<file path="src/rtl/rbf_pkg.sv">
// ----------------------------------------------------------------------------
// rbf_pkg
// Shared types and constants of the ring buffer FIFO: ring geometry, the
// operation codes, the sequencer states and the pointer-unit result bundle.
// ----------------------------------------------------------------------------
package rbf_pkg;

   // ring geometry
   localparam int DEPTH      = 16;
   localparam int WIDTH      = 32;
   localparam int IDX_W      = $clog2(DEPTH);
   localparam int CNT_W      = $clog2(DEPTH + 1);
   localparam int SLOT_MIN   = 2;
   localparam int SLOT_RESET = 16;

   // interface field widths
   localparam int OP_W     = 3;
   localparam int AMOUNT_W = 8;
   localparam int DATA_W   = 32;
   localparam int LEVEL_W  = 4;
   localparam int CSR_W    = 5;

   typedef enum logic [OP_W-1:0] {
      OP_PUSH     = 3'd0,
      OP_POP      = 3'd1,
      OP_PEEK     = 3'd2,
      OP_SKIP     = 3'd3,
      OP_CLR_TAIL = 3'd4,
      OP_CLR_HEAD = 3'd5,
      OP_SEEK     = 3'd6
   } op_type;

   typedef enum logic {
      ST_IDLE = 1'b0,
      ST_READ = 1'b1
   } state_type;

   // result of one operation from the pointer unit
   typedef struct packed {
      logic               ok;
      logic [LEVEL_W-1:0] skipped;
      logic               empty;
      logic               full;
      logic [LEVEL_W-1:0] level;
      logic               mem_rd;
      logic               mem_wr;
      logic [IDX_W-1:0]   mem_addr;
   } ptr_result_type;

endpackage

</file>
<file path="src/rtl/rbf_ram.sv">
// ----------------------------------------------------------------------------
// rbf_ram
// Generic single-port synchronous RAM with a registered read port.
// ----------------------------------------------------------------------------
module rbf_ram #(
   parameter int RAM_WIDTH = 32,
   parameter int RAM_DEPTH = 16
) (
   input  logic                         clock,
   input  logic                         wr_en,
   input  logic                         rd_en,
   input  logic [$clog2(RAM_DEPTH)-1:0] addr,
   input  logic [RAM_WIDTH-1:0]         wdata,
   output logic [RAM_WIDTH-1:0]         rdata
);

   logic [RAM_WIDTH-1:0] mem_ff [RAM_DEPTH];
   logic [RAM_WIDTH-1:0] rdata_ff;

   // write port and registered read
   always_ff @(posedge clock) begin
      if (wr_en) begin
         mem_ff[addr] <= wdata;
      end
      if (rd_en) begin
         rdata_ff <= mem_ff[addr];
      end
   end

   assign rdata = rdata_ff;

endmodule

</file>
<file path="src/rtl/rbf_ptr.sv">
// ----------------------------------------------------------------------------
// rbf_ptr
// Head/tail pointers and ring size register. Decodes one operation, works
// out the new pointers, the memory access and the status after the update.
// ----------------------------------------------------------------------------
module rbf_ptr (
   input  logic                          clock,
   input  logic                          reset,
   input  logic                          cfg_we,
   input  logic [rbf_pkg::CSR_W-1:0]     cfg_data,
   input  logic                          step,
   input  logic [rbf_pkg::OP_W-1:0]      op,
   input  logic [rbf_pkg::AMOUNT_W-1:0]  amount,
   output rbf_pkg::ptr_result_type       result
);
   import rbf_pkg::*;

   logic [CSR_W-1:0] slot_count_ff;
   logic [IDX_W-1:0] head_ff, head_in;
   logic [IDX_W-1:0] tail_ff, tail_in;
   logic [CNT_W-1:0] ring_n;
   logic [CNT_W-1:0] lvl_cur;
   logic [CNT_W-1:0] lvl_new;
   logic [CNT_W-1:0] skip_k;
   logic             seek_hit;

   // entries between head and tail on a ring of n slots
   function automatic logic [CNT_W-1:0] fill_of(input logic [IDX_W-1:0] h,
                                                input logic [IDX_W-1:0] t,
                                                input logic [CNT_W-1:0] n);
      logic [CNT_W-1:0] hx;
      logic [CNT_W-1:0] tx;
      hx = CNT_W'(h);
      tx = CNT_W'(t);
      if (tx >= hx) begin
         fill_of = tx - hx;
      end else begin
         fill_of = tx + n - hx;
      end
   endfunction

   // (a + b) mod n for a < n, b < n
   function automatic logic [IDX_W-1:0] wrap_of(input logic [IDX_W-1:0] a,
                                                input logic [CNT_W-1:0] b,
                                                input logic [CNT_W-1:0] n);
      logic [CNT_W:0] s;
      s = (CNT_W+1)'(a) + (CNT_W+1)'(b);
      if (s >= (CNT_W+1)'(n)) begin
         s = s - (CNT_W+1)'(n);
      end
      wrap_of = s[IDX_W-1:0];
   endfunction

   // clamp the register to the usable ring size
   always_comb begin
      if (slot_count_ff < CSR_W'(SLOT_MIN)) begin
         ring_n = CNT_W'(SLOT_MIN);
      end else if (CNT_W'(slot_count_ff) > CNT_W'(DEPTH)) begin
         ring_n = CNT_W'(DEPTH);
      end else begin
         ring_n = CNT_W'(slot_count_ff);
      end
   end

   assign lvl_cur  = fill_of(head_ff, tail_ff, ring_n);
   assign seek_hit = amount < AMOUNT_W'(lvl_cur);
   assign skip_k   = seek_hit ? CNT_W'(amount) : lvl_cur;

   // operation decode
   always_comb begin
      head_in         = head_ff;
      tail_in         = tail_ff;
      result          = '0;
      result.mem_addr = head_ff;
      unique case (op_type'(op)) inside
         OP_PUSH: begin
            if (lvl_cur < ring_n - CNT_W'(1)) begin
               result.ok       = 1'b1;
               result.mem_wr   = 1'b1;
               result.mem_addr = tail_ff;
               tail_in         = wrap_of(tail_ff, CNT_W'(1), ring_n);
            end
         end
         OP_POP, OP_PEEK: begin
            if (lvl_cur != '0) begin
               result.ok     = 1'b1;
               result.mem_rd = 1'b1;
               if (op_type'(op) == OP_POP) begin
                  head_in = wrap_of(head_ff, CNT_W'(1), ring_n);
               end
            end
         end
         OP_SKIP: begin
            result.ok      = 1'b1;
            result.skipped = LEVEL_W'(skip_k);
            head_in        = wrap_of(head_ff, skip_k, ring_n);
         end
         OP_CLR_TAIL: begin
            result.ok = 1'b1;
            tail_in   = head_ff;
         end
         OP_CLR_HEAD: begin
            result.ok = 1'b1;
            head_in   = tail_ff;
         end
         OP_SEEK: begin
            if (seek_hit) begin
               result.ok       = 1'b1;
               result.mem_rd   = 1'b1;
               result.mem_addr = wrap_of(head_ff, CNT_W'(amount), ring_n);
            end
         end
         default: begin
         end
      endcase
      lvl_new      = fill_of(head_in, tail_in, ring_n);
      result.level = LEVEL_W'(lvl_new);
      result.empty = lvl_new == '0;
      result.full  = lvl_new == ring_n - CNT_W'(1);
   end

   // pointer and ring size registers; a size write empties the queue
   always_ff @(posedge clock) begin
      if (reset) begin
         slot_count_ff <= CSR_W'(SLOT_RESET);
         head_ff       <= '0;
         tail_ff       <= '0;
      end else if (cfg_we) begin
         slot_count_ff <= cfg_data;
         head_ff       <= '0;
         tail_ff       <= '0;
      end else if (step) begin
         head_ff <= head_in;
         tail_ff <= tail_in;
      end
   end

endmodule

</file>
<file path="src/rtl/ring_buffer_fifo.sv">
// ----------------------------------------------------------------------------
// ring_buffer_fifo
// Circular FIFO with one slot kept empty: push, pop, peek, skip, clears and
// seek. Slots live in a single-port RAM; pointers in a small control unit.
// Response: push, skip, clears and failed reads: result valid in the cycle after the
//   request transfer; pop, peek, seek that hit: slot RAM read, then the read state.
// Throughput: 1 item per cycle while rsp_tready holds; a slot RAM read holds off new
//   requests through the read state, bounded by its single port with registered read.
// Reset: head and tail to 0, ring size 16; slot RAM contents are not cleared.
// ----------------------------------------------------------------------------
module ring_buffer_fifo (
   input  logic                          clock,
   input  logic                          reset,
   // request channel
   input  logic                          req_tvalid,
   output logic                          req_tready,
   input  logic [39:0]                   req_tdata,  // write_data[31:0], amount[39:32]
   input  logic [rbf_pkg::OP_W-1:0]      req_tuser,  // op[2:0]
   // response channel
   output logic                          rsp_tvalid,
   input  logic                          rsp_tready,
   output logic [47:0]                   rsp_tdata,  // ok[0], read_data[32:1],
                                                     // skipped[36:33], empty_res[37],
                                                     // full_res[38], level[42:39]
   // ring size register
   input  logic                          csr_valid,
   output logic                          csr_ready,
   input  logic [rbf_pkg::CSR_W-1:0]     csr_wdata
);
   import rbf_pkg::*;

   state_type            state_ff, state_in;
   ptr_result_type       res;
   logic                 req_xfer;
   logic                 csr_xfer;
   logic [WIDTH-1:0]     ram_rdata;
   logic                 rsp_valid_ff, rsp_valid_in;
   logic                 ok_ff;
   logic [DATA_W-1:0]    read_data_ff;
   logic [LEVEL_W-1:0]   skipped_ff;
   logic                 empty_ff;
   logic                 full_ff;
   logic [LEVEL_W-1:0]   level_ff;

   assign csr_ready  = 1'b1;
   assign csr_xfer   = csr_valid & csr_ready;
   assign req_tready = (state_ff == ST_IDLE) & (~rsp_valid_ff | rsp_tready);
   assign req_xfer   = req_tvalid & req_tready;

   // pointer unit
   rbf_ptr u_ptr (
      .clock    (clock),
      .reset    (reset),
      .cfg_we   (csr_xfer),
      .cfg_data (csr_wdata),
      .step     (req_xfer),
      .op       (req_tuser),
      .amount   (req_tdata[39:32]),
      .result   (res)
   );

   // slot storage
   rbf_ram #(
      .RAM_WIDTH (WIDTH),
      .RAM_DEPTH (DEPTH)
   ) u_ram (
      .clock (clock),
      .wr_en (req_xfer & res.mem_wr),
      .rd_en (req_xfer & res.mem_rd),
      .addr  (res.mem_addr),
      .wdata (req_tdata[WIDTH-1:0]),
      .rdata (ram_rdata)
   );

   // sequencer state
   always_ff @(posedge clock) begin
      if (reset) begin
         state_ff     <= ST_IDLE;
         rsp_valid_ff <= 1'b0;
      end else begin
         state_ff     <= state_in;
         rsp_valid_ff <= rsp_valid_in;
      end
   end

   // next state and response valid
   always_comb begin
      state_in     = state_ff;
      rsp_valid_in = rsp_valid_ff & ~rsp_tready;
      unique case (state_ff)
         ST_IDLE: begin
            if (req_xfer) begin
               if (res.mem_rd) begin
                  state_in = ST_READ;
               end else begin
                  rsp_valid_in = 1'b1;
               end
            end
         end
         ST_READ: begin
            state_in     = ST_IDLE;
            rsp_valid_in = 1'b1;
         end
         default: begin
            state_in = ST_IDLE;
         end
      endcase
   end

   // response payload
   always_ff @(posedge clock) begin
      if (req_xfer) begin
         ok_ff        <= res.ok;
         skipped_ff   <= res.skipped;
         empty_ff     <= res.empty;
         full_ff      <= res.full;
         level_ff     <= res.level;
         read_data_ff <= '0;
      end else if (state_ff == ST_READ) begin
         read_data_ff <= DATA_W'(ram_rdata);
      end
   end

   assign rsp_tvalid = rsp_valid_ff;
   assign rsp_tdata  = {5'b0, level_ff, full_ff, empty_ff, skipped_ff, read_data_ff, ok_ff};

   // checks
   a_read_no_rsp : assert property (@(posedge clock) disable iff (reset)
      state_ff == ST_READ |-> !rsp_valid_ff)
      else $error("response valid while slot read in flight");

   a_read_seq : assert property (@(posedge clock) disable iff (reset)
      (req_xfer && res.mem_rd) |=> (state_ff == ST_READ && !req_tready))
      else $error("slot read did not enter read state");

   a_status : assert property (@(posedge clock) disable iff (reset)
      rsp_valid_ff |-> !(empty_ff && full_ff))
      else $error("queue reported both empty and full");

endmodule
</file>
<file path="config.mk">
export PLATFORM = sky130hd
export DESIGN_NAME = ring_buffer_fifo
export DESIGN_NICKNAME = d
export VERILOG_FILES = /design/src/rtl/rbf_pkg.sv /design/src/rtl/rbf_ram.sv /design/src/rtl/rbf_ptr.sv /design/src/rtl/ring_buffer_fifo.sv
export SDC_FILE = /design/constraint.sdc
export NUM_CORES = 1
export LEC_CHECK = 0
export ABC_CLOCK_PERIOD_IN_PS = 10850
export BUFFER_PORTS_ARGS = -buffer_cell sky130_fd_sc_hd__buf_4
export CAP_MARGIN = 0
export CORE_MARGIN = 8
export CORE_UTILIZATION = 62
export CTS_CLUSTER_DIAMETER = 100
export DETAILED_ROUTE_END_ITERATION = 8
export PLACE_DENSITY = 0.91
export SLEW_MARGIN = 20
export SYNTH_ARGS = -nofsm -noshare
export SYNTH_HDL_FRONTEND = slang
export SYNTH_SLANG_ARGS = --single-unit
export TNS_END_PERCENT = 50
</file>
<file path="constraint.sdc">
create_clock -name clock -period 10.85 [get_ports clock]
set_input_delay 2.7125 -clock clock [delete_from_list [all_inputs] [get_ports clock]]
set_output_delay 2.7125 -clock clock [all_outputs]
set_load 0.01 [all_outputs]
</file>
### After elaboration in Yosys (flattened, before gate mapping)

Memories as Yosys holds them, arrays and structs flattened. A register that Yosys moved wholly into a read port is not among the register bits.
Index checks and enable logic that the tools add are counted.

* flip-flop bits (word level): 58
* bits in writable memories: 512
* output and inout port bits: 51
* word-level logic and storage cells: 90
* memories kept: 1

Memory list
* u_ram.mem_ff: depth 16, bits a word 32, rd ports 1, clocked after Yosys merged registers in 1, write ports 1, RTL line rbf_ram.sv:17 `logic [RAM_WIDTH-1:0] mem_ff [RAM_DEPTH];`

* add/sub/neg operators: 15
* magnitude comparators: 10
* eq/ne operators: 7
* muxes and demuxes: 31
* bitwise gates (word level): 9
* reduce and logical (&&, ||, !) cells: 6

Operators by type and width (number)
* 2-to-1 mux 4 bit: 8
* 2-to-1 mux 5 bit: 6
* case mux 4 bit (2 select lines): 2
* subtractor 4 bit: 4
* adder 4 x 5 -> 6 bit: 2
* >= comparator 6 x 5 -> 1 bit: 2
* case mux 4 bit (3 select lines): 1
* adder 4 x 1 -> 5 bit (second input constant): 2
* adder 4 x 5 -> 5 bit: 2
* >= comparator 5 bit: 2
* 2-to-1 mux 1 bit: 10
* subtractor 4 x 4 -> 5 bit: 2
* subtractor 5 x 4 -> 5 bit: 2
* equality test 3 bit (second input constant): 3
* >= comparator 4 bit: 2
* less-than comparator 8 x 5 -> 1 bit: 1
* equality test 3 x 2 -> 1 bit (second input constant): 2
* case mux 1 bit (2 select lines): 3
* bitwise AND 1 bit: 5
* equality test 5 bit: 1
* greater-than comparator 5 bit (second input constant): 1
* logical NOT 5 bit: 1
* less-than comparator 5 x 2 -> 1 bit (second input constant): 1
* less-than comparator 5 bit: 1
* 9 further kinds: 12

### Longest topological paths before layout

Gate-level depths: netlist of run 1.

* depth in word-level cells: 15
* gate-level depth with buffers: 42
* mapped depth without buffers: 42

### By module

From an unflattened synthesis of run 1, not the netlist that was laid out.

* cell total of the unflattened synthesis: 1441
* area, all modules: 25648.3 µm²

By module, submodules not included
* rbf_ram: times used 1, cells an instance 840, area an instance 20183.1 µm²
* rbf_ptr: times used 1, cells an instance 462, area an instance 3644.7 µm²
* ring_buffer_fifo: times used 1, cells an instance 139, area an instance 1820.5 µm²

### Worst setup path after synthesis of run 1

Ideal clock, no wire load.

* path type: input-to-reg
* from: input req_tdata[33]
* to: register full_ff (data pin)
* library setup time: 203 ps
* arrival time: 9036 ps
* required time: 10647 ps
* path slack: 1611 ps
* stages on the path: 33
* buffers on the path: 0
* path through: ha_1 or3_1 o21ai_0 a221oi_1 o22ai_1 nor2b_1 mux2_2 ha_1 inv_1 fa_1 inv_1 fa_1 a21o_1 a21o_1 a21o_1 a21oi_1 o21ai_2 o21ai_0 o22ai_1 a22oi_1 nor2_1 a211o_1 ha_1 inv_1 ha_1 fa_1 a21o_1 a21oi_1 xnor2_1 a211oi_1 a31o_2 xnor2_1 a2111oi_1

RTL lines
* from (decl): RTL line ring_buffer_fifo.sv:17 `input logic [39:0] req_tdata,`
* to (signal assigned): RTL line ring_buffer_fifo.sv:116 `full_ff <= res.full;`
* to (decl): RTL line ring_buffer_fifo.sv:42 `logic full_ff;`

==> results of run 1 <==
[power breakdown]
part / internal (mW) / total [mW] / switching (mW)
combinational: 0.348 / 0.879 / 0.530
sequential: 2.58 / 2.60 / 0.0193
clock: 1.17 / 2.04 / 0.873
total: 4.09 / 5.51 / 1.42
[sequential cells by signal (all words and copies together) (netlist names), 4 cells and up]
signal	cells
u_ram.mem_ff	512
read_data_ff	32
u_ram.rdata	32
u_ptr.slot_count_ff	5
level_ff	4
skipped_ff	4
u_ptr.head_ff	4
u_ptr.tail_ff	4
[worst max-delay path by stage]
stage	endpoint	cells past startpoint	from
finish	full_ff	39	u_ptr.head_ff[1]
global route	full_ff	36	u_ptr.head_ff[1]
CTS	full_ff	39	u_ptr.head_ff[1]
detailed placement	full_ff	34	req_tdata[33]
global placement	full_ff	34	req_tdata[33]
floorplan	full_ff	33	req_tdata[33]
[through the flow]
step	util [%]	instances	power, mW	area (sq um)	hold WS [ns]
4_1_cts	70.14	2561	5.509	29220	0.4845
2_1_floorplan	-	1914	3.257	26060	0.4564
6_report	70.21	2563	5.514	29250	0.4824
3_5_place_dp	65.56	2457	3.494	27310	0.4707
5_1_grt	70.21	2563	5.682	29250	0.5078
3_3_place_gp	65.56	2457	3.457	27310	0.4645
[metal layers]
metal  routed length [um]  track usage [%]  up-vias
li1                     -                -     7380
met1                23870            32.11     8384
met2                32380            43.11     1255
met4                 3080            13.60        0
met5                    0                0        -
met3                 7133            5.661      264
[layout make-up]
| type | count | area (sq um) |
|---|---|---|
| antenna | 1 | 2.502 |
| clock buffer | 66 | 1469 |
| clock inverter | 38 | 437.9 |
| fill | 2550 | 12410 |
| inverter | 58 | 217.7 |
| multi-input combinational | 1133 | 7839 |
| sequential | 602 | 17610 |
| tap | 539 | 674.4 |
| timing repair buffer | 126 | 1003 |
[Yosys cell counts (4+ instances only)]
| master | count | area (sq um) |
|---|---|---|
| fa_1 | 13 | 260.3 |
| o22a_1 | 4 | 35.03 |
| inv_1 | 56 | 210.2 |
| a221o_1 | 32 | 320.3 |
| xnor2_1 | 24 | 210.2 |
| xor2_1 | 13 | 113.9 |
| nand2_1 | 220 | 825.8 |
| a21oi_1 | 226 | 1131 |
| a22oi_1 | 70 | 525.5 |
| buf_2 | 32 | 160.2 |
| mux2_2 | 4 | 45.04 |
| buf_4 | 16 | 120.1 |
| nand2b_1 | 4 | 25.02 |
| buf_1 | 13 | 48.80 |
| nor2_1 | 91 | 341.6 |
| edfxtp_1 | 555 | 16670 |
| ha_1 | 54 | 675.7 |
| a22o_1 | 65 | 569.3 |
| mux2i_1 | 113 | 1131 |
| nand3_1 | 7 | 35.03 |
| a21o_1 | 20 | 150.1 |
| o21ai_0 | 13 | 65.06 |
| o21ai_1 | 4 | 20.02 |
| or3_1 | 5 | 31.28 |
| o21bai_1 | 5 | 37.54 |
| dfxtp_1 | 47 | 940.9 |
| nor3_1 | 14 | 70.07 |
| clkbuf_1 | 57 | 214.0 |
| nor2b_1 | 13 | 81.33 |
| a211oi_1 | 10 | 75.07 |
| a221oi_1 | 5 | 43.79 |
| o22ai_1 | 36 | 225.2 |
[worst reg2reg max path: cells and delay by family, from the launching register on]
kind / cells / cell delay, ns
mux: 2 / 0.65
xor+xnor: 3 / 0.50
compound gates: 17 / 3.19
buf+inv: 5 / 0.70
simple gates: 3 / 0.82
flops: 1 / 0.66
fa+ha+maj: 9 / 3.04
[cells by family (layout without fill, tap and decap cells)]
kind of cell	count (synthesis)	in the layout	share of synthesized area (%)
buf+inv	179	288	3.051
xor+xnor	39	39	1.417
simple gates	373	373	5.928
flops	602	602	67.60
fa+ha+maj	71	71	3.762
mux	117	117	4.516
other cells	2	7	0.02883
compound gates	527	527	13.70
==> metrics.csv, run 1 <==
stage;metric;value;unit
run_status;outcome;finished, final reports clean;
route;ant_nets;0;
worst_setup_path;slowest_delay;0.66;ns
synthesis;yosysSeqAreaShare;67.60;%
synthesis;syn_avg_cell_area;13.64;sq um
route;wl;66470;um
synthesis;synth-async-reset-ratio;0;%
cells_and_area;final_common_cell;edfxtp_1;
worst_setup_path;crit_required;11.24;ns
synthesis;yosys_warnings;0;
hold_path;min-delay-start;u_ram.rdata[27];
global_route;grt_overflow;0;
clock_tree;cts.path.max_buffers;3;
route;via_count;17280;
clock_tree;cts_resized;0;
cells_and_area;final_cell_mix;edfxtp_1 (555), a21oi_1 (226), nand2_1 (218), buf_4 (122), mux2i_1 (113);
die;ioPinCount;104;
clock_tree;cts_tree;done;
placed_design;dp_hpwl;34890;um
clock_tree;cts.sinks;602;
sta;relSlewSlack;22.04;%
route;avgViaCountPerCell;6.743;
worst_setup_path;worst-r2r-cell-count;39;
worst_setup_path;cp_num_buf_inv;5;
clock_tree;numCtsBuffers;56;
synthesis;synth_ff_type;edfxtp_1;
clock_tree;postCtsSetupRepairBufs;0;
cells_and_area;drive_above_1_share;13.25;%
worst_setup_path;r2r_slack;1.08;ns
sta;fin_worst_skew;0.03233;ns
global_route;first_global_vias;17320;
power_and_ir_drop;power_density;188.5;nW/um^2
die;die_y;221.0;um
power_and_ir_drop;irDropWorstVdd;228.8;uV
global_route;grt_pass1_wl;99170;um
clock_tree;insertion_delay;0.64;ns
sta;fin_tns_setup;0;ns
placed_design;pre_cts_ws;0.8137;ns
route;drc;0;
worst_setup_path;r2r_end;full_ff;
sta;worst_pin_slew;1.167;ns
die;core;41670;sq um
sta;rsz0062_at_grt;false;
worst_setup_path;start_kind;flip-flop;
worst_setup_path;r2r-start;u_ptr.head_ff[1];
worst_setup_path;cp_max_fo;10;
cells_and_area;syn_to_final_growth;12.31;%
sta;finalCritPeriodShare;90.06;%
sta;finalSetupViolations;0;
die;dieArea;48820;sq um
sta;slew_viol_final;0;
worst_setup_path;crit_type;reg2reg;
clock_tree;htreeDepth;2;
synthesis;syn_area;26040;sq um
sta;worst_slack;1.079;ns
sta;min_period;9.771;ns
die;die_x;221.0;um
die;rows;75;
hold_path;hold_class;reg2reg;
sta;fmax;102.3;MHz
clock_tree;cts-root-buf;clkbuf_16;
synthesis;postSynthCellCount;1910;
cells_and_area;nets;2097;
power_and_ir_drop;power_leakage;10.82;nW
placed_design;numPortBuffers;97;
route;dr.first_iter.drc_count;2345;
worst_setup_path;critPathSlowestCell;dfxtp_1;
global_route;grt_max_degree;205;
synthesis;ys_ff_latch;602;
worst_setup_path;cp.arrival;10.16;ns
die;start_util;62.51;%
global_route;grt_use_total;26.06;%
route;wire_per_inst;25.93;um
worst_setup_path;cpLargestDelayFamily;compound AO/OA/AOI/OAI gates;
clock_tree;cts.reportedPaths.clkPinSlew;0.06;ns
sta;hold_viol_final;0;
placed_design;gp_congestion;0.8998;
route;first_pass_iters;8;
synthesis;synth_edf_count;555;
hold_path;min_to;read_data_ff[27];
worst_setup_path;cp-end-kind;flip-flop;
synthesis;ys_types;74;
job;cap_violations;0;
global_route;antenna_found_initial;1;
clock_tree;ctsHoldBuffers;0;
hold_path;min_path_cells;2;
Power figures use the tool's default switching activity.
==> inputs of run 2 (changes only) <==
Settings changed: ABC_CLOCK_PERIOD_IN_PS 10850 to 10600.
Clock period 10.85 ns to 10.6 ns, I/O delays scaled along.
==> run 2 against run 1 <==
Compared with the run above:
- register-to-register slack worse by 0.28 ns
- fmax down 0.30%
- routed wire length up 0.76%
- setup slack worse by 0.28 ns
- sequential share of layout area down 0.077 points
- combinational power up 3.1%
- via count up 0.52%
- clock-buffer cell count up 16
- critical endpoint unchanged
- largest power group unchanged
==> metrics.csv, run 2 (synthesis results as in run 1) <==
stage;metric;value;unit
sta;fin_tns_setup;0;ns
sta;worst_pin_slew;1.153;ns
sta;finalSetupViolations;0;
global_route;grt_max_degree;193;
job;cap_violations;0;
placed_design;dp_hpwl;36000;um
route;first_pass_iters;6;
die;dieArea;48820;sq um
power_and_ir_drop;power_density;194.0;nW/um^2
route;avgViaCountPerCell;6.763;
cells_and_area;final_cell_mix;edfxtp_1 (555), a21oi_1 (226), nand2_1 (218), buf_4 (127), mux2i_1 (113);
global_route;grt_pass1_wl;99900;um
cells_and_area;fin_area;29290;sq um
clock_tree;cts.reportedPaths.clkPinSlew;0.07;ns
clock_tree;cts_tree;done;
route;wire_per_inst;26.07;um
cells_and_area;syn_to_final_growth;12.46;%
placed_design;placed_area;27330;sq um
route;ant_nets;0;
cells_and_area;largest_register;u_ram.mem_ff;
worst_setup_path;critPathSlowestCell;dfxtp_1;
route;drc;0;
hold_path;hold_class;reg2reg;
clock_tree;insertion_delay;0.62;ns
worst_setup_path;slowest_delay;0.68;ns
worst_setup_path;worst-r2r-cell-count;38;
cells_and_area;drive_above_1_share;13.31;%
worst_setup_path;cp_num_buf_inv;5;
global_route;grt_use_total;26.22;%
sta;rsz0062_at_grt;false;
run_status;outcome;finished, final reports clean;
clock_tree;numCtsBuffers;56;
clock_tree;cts.path.max_buffers;3;
die;die_x;221.0;um
sta;min_period;9.800;ns
sta;finalCritPeriodShare;92.45;%
global_route;grt_overflow;0;
worst_setup_path;cp_max_fo;10;
die;start_util;62.51;%
sta;slew_viol_final;0;
worst_setup_path;cp-end-kind;flip-flop;
clock_tree;htreeDepth;2;
route;dr.first_iter.drc_count;2373;
power_and_ir_drop;total_power;5.683;mW
sta;relSlewSlack;22.98;%
worst_setup_path;crit_required;11.00;ns
route;wl;66970;um
cells_and_area;nFillCells;2540;
placed_design;gp_congestion;0.8935;
clock_tree;postCtsSetupRepairBufs;0;
worst_setup_path;crit_type;reg2reg;
clock_tree;cts.sinks;602;
route;via_count;17370;
placed_design;pre_cts_ws;0.6177;ns
clock_tree;cts-root-buf;clkbuf_16;
placed_design;numPortBuffers;97;
sta;worst_slack;0.7999;ns
hold_path;min_path_cells;2;
global_route;antenna_found_initial;1;
die;die_y;221.0;um
worst_setup_path;worstSetupPathDepth;38;
cells_and_area;final_common_cell;edfxtp_1;
worst_setup_path;start_kind;flip-flop;
die;rows;75;
cells_and_area;nets;2101;
die;core;41670;sq um
clock_tree;cts_resized;0;
sta;fmax;102.0;MHz
power_and_ir_drop;irDropWorstVdd;172.0;uV
sta;hold_viol_final;0;
die;ioPinCount;104;
sta;whs;0.4849;ns
worst_setup_path;cpLargestDelayFamily;adder cells;
power_and_ir_drop;power_leakage;10.83;nW
global_route;first_global_vias;17430;
sta;fin_worst_skew;0.02832;ns
cells_and_area;largest_register_ffs;512;
worst_setup_path;cp.arrival;10.20;ns
clock_tree;ctsHoldBuffers;0;
-- run 2: cell types whose count changed in the layout (fill, tap and decap cells not counted), moves of 2 or more --
cell,delta
buf_4,+5
bufinv_16,-2
clkbuf_1,+6
clkbuf_8,+9
clkinv_1,-2
clkinv_2,-10
clkinv_4,+2
inv_6,-3
-- run 2: report_power, final --
part | total [mW] | internal (mW) | switching, mW
clock | 2.12 | 1.23 | 0.895
combinational | 0.906 | 0.357 | 0.548
sequential | 2.66 | 2.64 | 0.0197
total | 5.68 | 4.22 | 1.46
-- run 2: final timing paths --
| path | from | to | slack [ns] |
|---|---|---|---|
| max | u_ptr.head_ff[1] | full_ff | 0.80 |
| min | u_ram.rdata[4] | read_data_ff[4] | 0.48 |
| max reg2reg | u_ptr.head_ff[1] | full_ff | 0.80 |
| min reg2reg | u_ram.rdata[4] | read_data_ff[4] | 0.48 |
-- run 2: stage by stage --
step / util (%) / cells
2_1_floorplan: - / 1914
3_3_place_gp: 65.60 / 2461
3_5_place_dp: 65.60 / 2461
4_1_cts: 70.28 / 2567
5_1_grt: 70.30 / 2569
6_report: 70.30 / 2569
-- run 2: area by class of cell --
cell class | count | area [sq um] | area share, %
timing repair buffer | 130 | 998.5 | 3.409
tap | 539 | 674.4 | 2.303
antenna | 1 | 2.502 | 0.008544
clock inverter | 24 | 309.0 | 1.055
inverter | 58 | 217.7 | 0.7433
multi-input combinational | 1133 | 7839 | 26.76
clock buffer | 82 | 1640 | 5.600
sequential | 602 | 17610 | 60.12
-- run 2: tightest hold or removal path: cells and delay by family (launching register included) --
family	cells	cell delay [ns]
flops	1	0.32
mux	1	0.06
simple gates	1	0.07
-- run 2: routing by layer --
| layer | GRT usage, % | wire [um] |
|---|---|---|
| met4 | 12.68 | 2670 |
| met1 | 33.15 | 23980 |
| met3 | 5.211 | 7683 |
| met2 | 43.27 | 32640 |
| met5 | 0 | 0 |
